[src/rtl/core/json_string_unescape_utf8_unit_macros.svh]
// Assertion helpers used by jsu_back.
`ifndef JSON_STRING_UNESCAPE_UTF8_UNIT_MACROS_SVH
`define JSON_STRING_UNESCAPE_UTF8_UNIT_MACROS_SVH

// Same-cycle implication, clocked on clk, off during reset.
`define JSU_ASSERT_IMP(label, ante, cons, msg) \
	label: assert property (@(posedge clk) disable iff (!arst_n) (ante) |-> (cons)) \
		else $error(msg);

// Next-cycle implication, clocked on clk, off during reset.
`define JSU_ASSERT_NEXT(label, ante, cons, msg) \
	label: assert property (@(posedge clk) disable iff (!arst_n) (ante) |=> (cons)) \
		else $error(msg);

`endif

[src/rtl/core/jsu_pkg.sv]
package jsu_pkg;

	typedef enum logic [3:0] {
		ST_DATA    = 4'd0,
		ST_END     = 4'd1,
		ST_NOQUOTE = 4'd2,
		ST_CONTROL = 4'd3,
		ST_BADESC  = 4'd4,
		ST_BADHEX  = 4'd5,
		ST_BADPAIR = 4'd6,
		ST_LONELOW = 4'd7,
		ST_TRUNC   = 4'd8
	} jsu_status_t;

	// one decoded input: 1 to 4 result words
	typedef struct packed {
		logic [3:0][7:0] bytes;
		logic [1:0]      last_idx;
		jsu_status_t     status;
	} jsu_job_t;

endpackage

[src/rtl/core/jsu_front.sv]
module jsu_front
	import jsu_pkg::*;
(
	input  logic     clk,
	input  logic     arst_n,
	input  logic     in_valid,
	input  logic     in_kind,
	input  logic [7:0] in_byte,
	input  logic     q_full,
	output logic     in_ready,
	output logic     push,
	output jsu_job_t push_job
);

	typedef enum logic [2:0] {
		M_IDLE, M_STR, M_ESC, M_HEX1, M_WANT_BS, M_WANT_U, M_HEX2
	} mode_t;

	localparam logic [7:0] CH_QUOTE = 8'h22;
	localparam logic [7:0] CH_BSL   = 8'h5c;
	localparam logic [7:0] CH_U     = 8'h75;

	mode_t       mode_q, mode_d;
	logic [1:0]  hex_cnt_q, hex_cnt_d;
	logic [15:0] quad_q, quad_d;
	logic [9:0]  hi_q, hi_d;

	logic        accept;
	logic        hex_ok;
	logic [3:0]  hex_v;
	logic [15:0] quad_nx;
	logic [20:0] pair_cp;
	jsu_job_t    enc_quad, enc_pair;

	function automatic jsu_job_t utf8_enc(input logic [20:0] cp);
		jsu_job_t j;
		j = '0;
		j.status = ST_DATA;
		if (cp <= 21'h7f) begin
			j.bytes[0] = cp[7:0];
			j.last_idx = 2'd0;
		end else if (cp <= 21'h7ff) begin
			j.bytes[0] = {3'b110, cp[10:6]};
			j.bytes[1] = {2'b10, cp[5:0]};
			j.last_idx = 2'd1;
		end else if (cp <= 21'hffff) begin
			j.bytes[0] = {4'b1110, cp[15:12]};
			j.bytes[1] = {2'b10, cp[11:6]};
			j.bytes[2] = {2'b10, cp[5:0]};
			j.last_idx = 2'd2;
		end else begin
			j.bytes[0] = {5'b11110, cp[20:18]};
			j.bytes[1] = {2'b10, cp[17:12]};
			j.bytes[2] = {2'b10, cp[11:6]};
			j.bytes[3] = {2'b10, cp[5:0]};
			j.last_idx = 2'd3;
		end
		return j;
	endfunction

	function automatic jsu_job_t one_word(input logic [7:0] b, input jsu_status_t st);
		jsu_job_t j;
		j = '0;
		j.bytes[0] = b;
		j.status   = st;
		return j;
	endfunction

	assign in_ready = !q_full;
	assign accept   = in_valid && in_ready;

	always_comb begin
		hex_ok = 1'b1;
		hex_v  = 4'd0;
		if (in_byte >= 8'h30 && in_byte <= 8'h39)
			hex_v = in_byte[3:0];
		else if ((in_byte >= 8'h61 && in_byte <= 8'h66) ||
			(in_byte >= 8'h41 && in_byte <= 8'h46))
			hex_v = in_byte[3:0] + 4'd9;
		else
			hex_ok = 1'b0;
	end

	assign quad_nx  = {quad_q[11:0], hex_v};
	assign pair_cp  = {(11'(hi_q) + 11'd64), quad_nx[9:0]};
	assign enc_quad = utf8_enc({5'd0, quad_nx});
	assign enc_pair = utf8_enc(pair_cp);

	always_comb begin
		mode_d    = mode_q;
		hex_cnt_d = hex_cnt_q;
		quad_d    = quad_q;
		hi_d      = hi_q;
		push      = 1'b0;
		push_job  = '0;
		if (accept) begin
			if (in_kind) begin
				push      = 1'b1;
				push_job  = one_word(8'h00, ST_TRUNC);
				mode_d    = M_IDLE;
				hex_cnt_d = 2'd0;
			end else begin
				case (mode_q)
					M_STR: begin
						if (in_byte == CH_QUOTE) begin
							push     = 1'b1;
							push_job = one_word(8'h00, ST_END);
							mode_d   = M_IDLE;
						end else if (in_byte < 8'h20) begin
							push     = 1'b1;
							push_job = one_word(8'h00, ST_CONTROL);
							mode_d   = M_IDLE;
						end else if (in_byte == CH_BSL) begin
							mode_d = M_ESC;
						end else begin
							push     = 1'b1;
							push_job = one_word(in_byte, ST_DATA);
						end
					end
					M_ESC: begin
						push   = 1'b1;
						mode_d = M_STR;
						case (in_byte)
							8'h22: push_job = one_word(8'h22, ST_DATA);
							8'h5c: push_job = one_word(8'h5c, ST_DATA);
							8'h2f: push_job = one_word(8'h2f, ST_DATA);
							8'h62: push_job = one_word(8'h08, ST_DATA);
							8'h66: push_job = one_word(8'h0c, ST_DATA);
							8'h6e: push_job = one_word(8'h0a, ST_DATA);
							8'h72: push_job = one_word(8'h0d, ST_DATA);
							8'h74: push_job = one_word(8'h09, ST_DATA);
							8'h75: begin
								push      = 1'b0;
								mode_d    = M_HEX1;
								hex_cnt_d = 2'd0;
								quad_d    = 16'd0;
							end
							default: begin
								push_job  = one_word(8'h00, ST_BADESC);
								mode_d    = M_IDLE;
								hex_cnt_d = 2'd0;
							end
						endcase
					end
					M_HEX1, M_HEX2: begin
						if (!hex_ok) begin
							push      = 1'b1;
							push_job  = one_word(8'h00, ST_BADHEX);
							mode_d    = M_IDLE;
							hex_cnt_d = 2'd0;
						end else begin
							quad_d = quad_nx;
							if (hex_cnt_q != 2'd3) begin
								hex_cnt_d = hex_cnt_q + 2'd1;
							end else begin
								hex_cnt_d = 2'd0;
								if (mode_q == M_HEX1) begin
									if (quad_nx[15:10] == 6'b110110) begin
										hi_d   = quad_nx[9:0];
										mode_d = M_WANT_BS;
									end else if (quad_nx[15:10] == 6'b110111) begin
										push     = 1'b1;
										push_job = one_word(8'h00, ST_LONELOW);
										mode_d   = M_IDLE;
									end else begin
										push     = 1'b1;
										push_job = enc_quad;
										mode_d   = M_STR;
									end
								end else begin
									push = 1'b1;
									if (quad_nx[15:10] == 6'b110111) begin
										push_job = enc_pair;
										mode_d   = M_STR;
									end else begin
										push_job = one_word(8'h00, ST_BADPAIR);
										mode_d   = M_IDLE;
									end
								end
							end
						end
					end
					M_WANT_BS: begin
						if (in_byte == CH_BSL) begin
							mode_d = M_WANT_U;
						end else begin
							push      = 1'b1;
							push_job  = one_word(8'h00, ST_BADPAIR);
							mode_d    = M_IDLE;
							hex_cnt_d = 2'd0;
						end
					end
					M_WANT_U: begin
						if (in_byte == CH_U) begin
							mode_d    = M_HEX2;
							hex_cnt_d = 2'd0;
							quad_d    = 16'd0;
						end else begin
							push      = 1'b1;
							push_job  = one_word(8'h00, ST_BADPAIR);
							mode_d    = M_IDLE;
							hex_cnt_d = 2'd0;
						end
					end
					default: begin
						if (in_byte == CH_QUOTE) begin
							mode_d    = M_STR;
							hex_cnt_d = 2'd0;
						end else begin
							push      = 1'b1;
							push_job  = one_word(8'h00, ST_NOQUOTE);
							mode_d    = M_IDLE;
							hex_cnt_d = 2'd0;
						end
					end
				endcase
			end
		end
	end

	always_ff @(posedge clk or negedge arst_n) begin
		if (!arst_n) begin
			mode_q    <= M_IDLE;
			hex_cnt_q <= 2'd0;
			quad_q    <= 16'd0;
			hi_q      <= 10'd0;
		end else begin
			mode_q    <= mode_d;
			hex_cnt_q <= hex_cnt_d;
			quad_q    <= quad_d;
			hi_q      <= hi_d;
		end
	end

endmodule

[src/rtl/core/jsu_queue.sv]
module jsu_queue
	import jsu_pkg::*;
#(
	parameter int DEPTH = 4
) (
	input  logic     clk,
	input  logic     arst_n,
	input  logic     push,
	input  jsu_job_t push_job,
	input  logic     pop,
	output logic     full,
	output logic     head_valid,
	output jsu_job_t head
);

	localparam int PW = (DEPTH > 1) ? $clog2(DEPTH) : 1;
	localparam int CW = $clog2(DEPTH + 1);
	localparam logic [PW-1:0] LAST_PTR = PW'(DEPTH - 1);
	localparam logic [CW-1:0] FULL_CNT = CW'(DEPTH);

	jsu_job_t      mem_q [DEPTH];
	logic [PW-1:0] wr_ptr_q, rd_ptr_q;
	logic [CW-1:0] cnt_q;

	assign full       = (cnt_q == FULL_CNT);
	assign head_valid = (cnt_q != '0);
	assign head       = mem_q[rd_ptr_q];

	always_ff @(posedge clk) begin
		if (push)
			mem_q[wr_ptr_q] <= push_job;
	end

	always_ff @(posedge clk or negedge arst_n) begin
		if (!arst_n) begin
			wr_ptr_q <= '0;
			rd_ptr_q <= '0;
			cnt_q    <= '0;
		end else begin
			if (push)
				wr_ptr_q <= (wr_ptr_q == LAST_PTR) ? '0 : wr_ptr_q + PW'(1);
			if (pop)
				rd_ptr_q <= (rd_ptr_q == LAST_PTR) ? '0 : rd_ptr_q + PW'(1);
			if (push && !pop)
				cnt_q <= cnt_q + CW'(1);
			else if (pop && !push)
				cnt_q <= cnt_q - CW'(1);
		end
	end

endmodule

[src/rtl/core/jsu_back.sv]
`include "json_string_unescape_utf8_unit_macros.svh"

module jsu_back
	import jsu_pkg::*;
(
	input  logic        clk,
	input  logic        arst_n,
	input  logic        head_valid,
	input  jsu_job_t    head,
	output logic        pop,
	output logic        out_valid,
	input  logic        out_ready,
	output logic [7:0]  out_byte,
	output jsu_status_t out_status,
	output logic        out_last
);

	logic        valid_q;
	logic [1:0]  idx_q;
	logic [7:0]  byte_q;
	jsu_status_t status_q;
	logic        last_q;
	logic        adv;
	logic        load;
	logic        at_end;

	assign adv    = !valid_q || out_ready;
	assign load   = head_valid && adv;
	assign at_end = (idx_q == head.last_idx);
	assign pop    = load && at_end;

	assign out_valid  = valid_q;
	assign out_byte   = byte_q;
	assign out_status = status_q;
	assign out_last   = last_q;

	always_ff @(posedge clk or negedge arst_n) begin
		if (!arst_n) begin
			valid_q <= 1'b0;
			idx_q   <= 2'd0;
		end else begin
			if (adv)
				valid_q <= head_valid;
			if (load)
				idx_q <= at_end ? 2'd0 : idx_q + 2'd1;
		end
	end

	always_ff @(posedge clk) begin
		if (load) begin
			byte_q   <= head.bytes[idx_q];
			status_q <= head.status;
			last_q   <= at_end;
		end
	end

	// error and end words are single and always close their input
	`JSU_ASSERT_IMP(a_status_last, valid_q && status_q != ST_DATA, last_q && byte_q == 8'h00, "non-data word without tlast")
	`JSU_ASSERT_IMP(a_idx_range, head_valid, idx_q <= head.last_idx, "word index past end of entry")
	`JSU_ASSERT_NEXT(a_mid_entry, load && !at_end, idx_q != 2'd0 && head_valid, "entry left early")

endmodule

[src/rtl/core/json_string_unescape_utf8_unit.sv]
// Channel | Dir | tdata                            | tuser      | tlast
// s_*     | in  | [7:0] data_byte                  | [0] kind   | -
// m_*     | out | [7:0] out_byte, [11:8] status    | -          | last
//
// One input word per cycle is taken while the job queue has room.
// Each input yields 0 to 4 output words; the back end sends one word per cycle
// while m_tready is high, so a \u escape that encodes to n bytes holds the
// queue head until all n bytes are sent. Queue depth QUEUE_DEPTH jobs.
// Reset (arst_n low) returns the decoder to idle and empties the queue.
// Output stalls fill the queue; input stalls only drain it.

module json_string_unescape_utf8_unit
	import jsu_pkg::*;
#(
	parameter int QUEUE_DEPTH = 4
) (
	input  logic        clk,
	input  logic        arst_n,
	input  logic        s_tvalid,
	output logic        s_tready,
	input  logic [7:0]  s_tdata,   // [7:0] data_byte
	input  logic        s_tuser,   // [0] kind
	output logic        m_tvalid,
	input  logic        m_tready,
	output logic [15:0] m_tdata,   // [7:0] out_byte, [11:8] status, [15:12] zero
	output logic        m_tlast
);

	logic        push, pop, q_full, head_valid;
	jsu_job_t    push_job, head;
	logic [7:0]  out_byte;
	jsu_status_t out_status;

	jsu_front u_front (
		.clk      (clk),
		.arst_n   (arst_n),
		.in_valid (s_tvalid),
		.in_kind  (s_tuser),
		.in_byte  (s_tdata),
		.q_full   (q_full),
		.in_ready (s_tready),
		.push     (push),
		.push_job (push_job)
	);

	jsu_queue #(
		.DEPTH (QUEUE_DEPTH)
	) u_queue (
		.clk        (clk),
		.arst_n     (arst_n),
		.push       (push),
		.push_job   (push_job),
		.pop        (pop),
		.full       (q_full),
		.head_valid (head_valid),
		.head       (head)
	);

	jsu_back u_back (
		.clk        (clk),
		.arst_n     (arst_n),
		.head_valid (head_valid),
		.head       (head),
		.pop        (pop),
		.out_valid  (m_tvalid),
		.out_ready  (m_tready),
		.out_byte   (out_byte),
		.out_status (out_status),
		.out_last   (m_tlast)
	);

	assign m_tdata = {4'd0, out_status, out_byte};

endmodule
[config.mk]
export PLATFORM = sky130hd
export DESIGN_NAME = json_string_unescape_utf8_unit
export DESIGN_NICKNAME = d
export VERILOG_FILES = /design/src/rtl/core/jsu_pkg.sv /design/src/rtl/core/jsu_front.sv /design/src/rtl/core/jsu_queue.sv /design/src/rtl/core/jsu_back.sv /design/src/rtl/core/json_string_unescape_utf8_unit.sv
export VERILOG_INCLUDE_DIRS = /design/src /design/src/rtl/core
export SDC_FILE = /design/constraint.sdc
export NUM_CORES = 1
export LEC_CHECK = 0
export BUFFER_PORTS_ARGS = -buffer_cell sky130_fd_sc_hd__clkbuf_2
export CORE_ASPECT_RATIO = 0.6
export CORE_MARGIN = 5
export CORE_UTILIZATION = 65
export DETAILED_ROUTE_END_ITERATION = 8
export PLACE_DENSITY = 0.83
export SLEW_MARGIN = 25
export SYNTH_ARGS = -nofsm -noshare
export SYNTH_HDL_FRONTEND = slang
export SYNTH_SLANG_ARGS = --single-unit
[constraint.sdc]
create_clock -name clk -period 4.9 [get_ports clk]
set_input_delay 0.98 -clock clk [delete_from_list [all_inputs] [get_ports clk]]
set_output_delay 0.98 -clock clk [all_outputs]
set_load 0.01 [all_outputs]
==> Word level (Yosys, flattened, before mapping) <==
Memories as Yosys holds them, arrays and structs flattened.
Index checks and enable logic that the tools add are counted.
{ "word_totals": {"register_bits": 50, "mem_bits_rw": 152, "input_bits": 13, "elab_cells": 164, "memories": 1} }
{ "mem_list": {"columns": ["memory", "depth", "word_bits", "read_ports", "rd_clocked_by_memory_dff", "wr", "line_no", "source"], "rows": [
  ["u_queue.mem_q", 4, 38, 1, 0, 1, "jsu_queue.sv:21", "jsu_job_t mem_q [DEPTH];"]
]} }
{ "classes": {"n_addsub": 8, "magnitude_cmp": 13, "n_eq_ne": 29, "muxes": 75, "n_bitwise": 2, "reduce_logical": 24} }
{ "op_table": {"columns": ["operator", "n"], "rows": [
  ["$mux 38", 9],
  ["$pmux 38 s5", 1],
  ["$pmux 13 s9", 1],
  ["$eq 8x7->1 const B", 7],
  ["$mux 16", 3],
  ["$mux 24", 2],
  ["$mux 3", 14],
  ["$mux 30", 1],
  ["$mux 12", 2],
  ["$mux 8", 3],
  ["$pmux 12 s2", 1],
  ["$le 21x11->1 const B", 1],
  ["$le 21x16->1 const B", 1],
  ["$le 21x7->1 const B", 1],
  ["$mux 10", 2],
  ["$mux 1", 18],
  ["$mux 18", 1],
  ["$mux 2", 9],
  ["$bmux 8 s2", 1],
  ["$eq 8x6->1 const B", 2],
  ["$ge 8x7->1 const B", 2],
  ["$le 16x11->1 const B", 1],
  ["$le 16x7->1 const B", 1],
  ["$le 8x7->1 const B", 2],
  ["38 further kinds", 65]
]} }

==> Depth between registers and ports, before layout <==
{ "logic_depth": {"depth_word": 16, "depth_mapped": 18, "mapped_depth_nobuf": 16} }

==> Modules after synthesis <==
A second synthesis with hierarchy kept.
{ "hier_totals": {"cells_unflattened": 762, "hier_area_um2": 10108.4} }
{ "by_module_without_submodules": {"columns": ["module", "n_inst", "cells_each", "area_per_inst_um2", "seq_area_each_um2"], "rows": [
  ["jsu_queue", 1, 236, 5945.7, 4739.5],
  ["jsu_front", 1, 480, 3369.5, 675.6],
  ["jsu_back", 1, 41, 759.5, 465.4],
  ["json_string_unescape_utf8_unit", 1, 5, 33.8, 0.0]
]} }

==> Worst setup path before layout <==
No wires, ideal clock.
{ "synth_timing": {"kind": "input port to flip-flop", "from": "in s_tdata[1]", "to": "mem u_queue.mem_q[3][0] (netlist name) (enable)", "arrival_time_ns": 4.585, "setup_slack_ns": -0.110, "cell_stages": 12, "path_buffers": 2, "path_cell_list": "clkbuf_1 > inv_1 > ha_1 > or3b_4 > and3_1 > buf_2 > a31o_2 > and2_1 > nor3_1 > a31oi_1 > a31o_2 > nor2_1"} }
{ "synth_via": {"elab_chain_cells": 11, "word_cells_on_any_way": 27, "classes_between": "order compare (7); eq/ne (3); mux (13); reduce/logical (4)"} }
{ "synth_lines": {"columns": ["item", "line_no", "source"], "rows": [
  ["start, declared", "json_string_unescape_utf8_unit.sv:21", "input logic [7:0] s_tdata,"],
  ["$ge 8x7->1 (tied with other cells)", "jsu_front.sv:77", "else if ((in_byte >= 8'h61 && in_byte <= 8'h66) ||"],
  ["$logic_and 1x1->1, on equally long branches", "jsu_front.sv:77, jsu_front.sv:78", null],
  ["$logic_or 1x1->1", "jsu_front.sv:77", null],
  ["$mux 1", "jsu_front.sv:77", null],
  ["$mux 1", "jsu_front.sv:75", "if (in_byte >= 8'h30 && in_byte <= 8'h39)"],
  ["$mux 1", "jsu_front.sv:146", "if (!hex_ok) begin"],
  ["$pmux 1 s4 (*)", "jsu_front.sv:103", "case (mode_q)"],
  ["$mux 1 (*)", "jsu_front.sv:97", "if (in_kind) begin"],
  ["$mux 1 (*)", "jsu_front.sv:96", "if (accept) begin"],
  ["$mux 1 (*)", "jsu_queue.sv:30", "if (push)"],
  ["$mux 1 (implied by the code) (*)", "jsu_queue.sv:31", "mem_q[wr_ptr_q] <= push_job;"],
  ["end, declared", "jsu_queue.sv:21", null]
]} }
Every way passes the cells marked *; elsewhere a longest branch is shown, timed or not.

==> Final worst setup path <==
{ "layout_timing": {"from": "in s_tdata[0]", "to": "reg u_queue.cnt_q[2]"} }
{ "layout_via": {"elab_chain_cells": 12, "word_cells_on_any_way": 30, "classes_between": "order compare (7); eq/ne (3); mux (12); reduce/logical (8)"} }
{ "layout_lines": {"columns": ["item", "line_no", "source"], "rows": [
  ["$ge 8x7->1 (tied with other cells)", "jsu_front.sv:77", null],
  ["$logic_and 1x1->1, on equally long branches", "jsu_front.sv:77, jsu_front.sv:78", null],
  ["$logic_or 1x1->1", "jsu_front.sv:77", null],
  ["$mux 1", "jsu_front.sv:77", null],
  ["$mux 1", "jsu_front.sv:75", null],
  ["$mux 1", "jsu_front.sv:146", null],
  ["$pmux 1 s4 (*)", "jsu_front.sv:103", null],
  ["$mux 1 (*)", "jsu_front.sv:97", null],
  ["$mux 1 (*)", "jsu_front.sv:96", null],
  ["via push", "json_string_unescape_utf8_unit.sv:29", "logic push, pop, q_full, head_valid;"],
  ["$logic_not 1->1", "jsu_queue.sv:46", "else if (pop && !push)"],
  ["$logic_and 1x1->1", "jsu_queue.sv:46", null],
  ["$reduce_bool 2->1 (no line)", null, null],
  ["end signal, assigned", "jsu_queue.sv:45", "cnt_q <= cnt_q + CW'(1);"],
  ["end signal, assigned", "jsu_queue.sv:47", "cnt_q <= cnt_q - CW'(1);"],
  ["end, declared", "jsu_queue.sv:23", "logic [CW-1:0] cnt_q;"]
]} }
Mark *: on every way through the listed nets, which the timed path passes. The rest lies on a longest branch.
A chain may end at the register's enable or synchronous reset.

==> impl_metrics.tcl <==
set metrics [dict create \
    status "completed" \
    clockBufferDepth 2 \
    die-area_mm2 0.01722 \
    ys_seq_elements 186 \
    path_depth 17 \
    portBuffers 27 \
    slew_headroom_pct 38.47 \
    hold_buffers 0 \
    cellPowerDensity_mw_per_mm2 494.0 \
    clk_latency_ns 0.44 \
    power_frac_seq_pct 45.4 \
    antenna_found_initial 0 \
    root_buffer "clkbuf_16" \
    cts_tree "built" \
    startpoint_type "input pin" \
    cpPeakStageDelay_ns 0.44 \
    clock.fmax_mhz 229.5 \
    via_per_inst 7.100 \
    routed_wl_mm 25.60 \
    critical_path_class "input pin to flop" \
    grt_pass1_wl_mm 38.88 \
    r2r_start "u_front.mode_q[1]" \
    drt-pass1-iter-count 8 \
    fin_setup_tns_ns 0 \
    num_vias 6880 \
    setup_viol 0 \
    grt_max_degree 38 \
    critPathTopFamily "simple AND/OR/NAND/NOR gates" \
    synth_common_cells "edfxtp_1 (149), nor2_1 (63), nand2_1 (53), mux4_2 (41), dfrtp_1 (37)" \
    synth.most_common_cell "edfxtp_1" \
    post_synth.cell_area_avg_um2 12.91 \
    crit_start "s_tdata[0]" \
    start_util_pct 65.90 \
    routedWlPerCell_um 26.42 \
    finalCoreUtilization_pct 72.66 \
    die_w_um 166.1 \
    async_reset_ff_share_pct 19.89 \
    clkPwrFrac_pct 26.4 \
    ios 32 \
    synth_cells 736 \
    place_congestion 0.9911 \
    worst_r2r_path_depth 11 \
    internal-power_mw 3.472 \
    path_cells "clkbuf_2, inv_1, ha_1, or3b_4, and3_1, a31o_2, and2_1, nor3_1, a31oi_1, a31o_2, inv_1, ha_1, inv_1, fa_1, xor2_1, nor2_1, xor2_1" \
    ir_drop_mv 0.3090 \
    diodes 0 \
    synthTopCellsByArea "edfxtp_1 (47%), dfrtp_1 (9.7%), mux4_2 (9.7%)" \
    drive_gt1_share_pct 20.36 \
    num_rows 34 \
    ys_seq_area_share_pct 56.82 \
    switching_share_pct 32.93 \
    final_antenna_net_count 0 \
    hold_violations 0 \
    yosys_warnings 0 \
    post_cts_resized 0 \
    grt_usage_pct 29.64 \
    critPathRequiredTime_ns 5.26 \
    coreArea_mm2 0.01442 \
    die_h_um 103.7 \
    clock_sinks 186 \
    area_delta_synth_final_pct 10.26 \
    layout.cells.non_filler 969 \
    ys_types 82 \
    grt-ovfl-total 0 \
    min_path_cells 1 \
    numCtsBuffers 17 \
    grt_pass1_vias 6514 \
    final.min_clock_period_ns 4.358 \
    slew_viol_final 0 \
    combPwrFrac_pct 28.1 \
    cap_violations 0 \
    p_leak_nw 3.725 \
    power.switching_mw 1.705 \
    synth-edff-count 149 \
    yosysTopAreaCellShare_pct 47.08 \
    cp.arrival_ns 4.72 \
    drc 0 \
    first_iter_violations 1263 \
    rsz0062_at_grt "false" \
    finClkSkew_ns 0.01202 \
    worst_slew_pin_slew_ns 0.9168 \
    hold_start "u_front.hex_cnt_q[1]" \
    netlist_area_mm2 0.009504 \
    path_max_fanout 10 \
    dpl.cell_count 937 \
    worst-path-buf-inv 4 \
    hp-class "flop to flop" \
    post-dp-hpwl_mm 16.62 \
    synthFlopType "edfxtp_1" \
    finalNetCount 785 \
    fin_crit_sh_pct 88.93 \
    clk_transition_reported_paths_ns 0.08 \
    htreeDepth 4 \
    post_cts_buffers 0 \
    cp_common_cell "inv_1" \
    end_kind "flop" \
    synth_area_leader_cell "edfxtp_1" \
    crit_slowest_cell "fa_1" \
]
-- per-stage QoR --
step                      setup slack (ns)  instance area (um2)  hold slack [ns]  power, mW
after global placement              0.3733                 9874           0.4865      3.681
after global routing                0.3374                10480           0.5488      5.393
after detailed placement            0.1481                 9874           0.4936      3.766
after floorplan                    -0.1098                 9515           0.4636      3.310
final                               0.5424                10480           0.5077      5.177
after CTS                           0.5714                10480           0.5124      5.185
-- path summary, 6_finish.rpt --
check	end	slack, ns
setup / recovery	u_queue.cnt_q[2]	0.54
hold / removal	u_front.hex_cnt_q[1]	0.51
setup reg to reg	u_queue.cnt_q[1]	1.27
hold reg to reg	u_front.hex_cnt_q[1]	0.51
max in group asynchronous	u_queue.rd_ptr_q[0]	3.97
min in group asynchronous	u_front.mode_q[1]	0.52
-- cell type report --
cell class	count	area, um2
sequential	186	5401
fill	938	3943
multi-input combinational	485	3856
clock buffer	17	425.4
timing repair buffer	45	285.3
tap	198	247.7
clock inverter	15	176.4
inverter	23	86.33
-- registers in the layout, indices dropped and copies added (netlist names) --
signal             cells
u_queue.wr_ptr_q       2
u_back.out_valid       1
u_queue.mem_q        136
u_front.mode_q         3
u_back.out_byte        8
u_back.idx_q           2
u_front.quad_q        12
u_queue.cnt_q          3
u_back.out_status      4
u_front.hex_cnt_q      2
u_front.hi_q          10
u_back.out_last        1
u_queue.rd_ptr_q       2
-- worst register-to-register path, cell delays in order, from the launching register on --
cell and delay, ns:
dfrtp_1 0.79, nand3_1 0.16, buf_4 0.26, nor3_1 0.52, o22ai_1 0.14, a21oi_1 0.20, a31o_2 0.36, inv_1 0.11
ha_1 0.24, inv_1 0.09, fa_1 0.40, mux2_2 0.27
-- power by group through the flow --
stage / Combinational [mW] / Sequential (mW) / Clock [mW]
floorplan: 1.03 / 2.28 / 0
global placement: 1.35 / 2.33 / 0
detailed placement: 1.41 / 2.36 / 0
CTS: 1.46 / 2.35 / 1.37
global route: 1.55 / 2.39 / 1.45
finish: 1.46 / 2.35 / 1.37
-- layer usage --
metal  share of wire (%)  track usage (%)  vias up
met2                  45            42.72      547
li1                    -                -     2894
met1                  39            43.35     3342
met4                 3.2            8.711        0
met3                  12            10.01       97
met5                   0                0        -
-- cell usage in the layout (no fill, tap or decap), types with 5 or more instances in the layout --
cell       instances
nand2_1           53
mux2_1             8
edfxtp_1         149
o22ai_1            5
mux2i_1           20
nor3_1            19
clkbuf_2          26
a22oi_1            9
and3_1             6
a21oi_1           32
nor4_1             5
clkinv_8           5
mux2_2            11
dfrtp_1           36
clkbuf_16         17
a31oi_1            9
o21ai_1            8
nand3_1           24
and2_1             8
a21o_1             5
a211oi_1           5
o21ai_0           23
mux4_2            41
ha_1              13
o211ai_1           7
nor2_1            59
a22o_1            13
inv_1             21
buf_4             18
nand2b_1          11
-- kinds of logic after synthesis --
family	share of synthesized area (%)
flip-flops	56.82
AO/OA/AOI/OAI	10.76
multiplexers	14.46
AND/OR/NAND/NOR	12.41
other	0.03946
XOR/XNOR	0.5529
buffers and inverters	3.041
adder cells (fa/ha/maj)	1.922
Note: power is estimated with default switching activity, not from simulation.
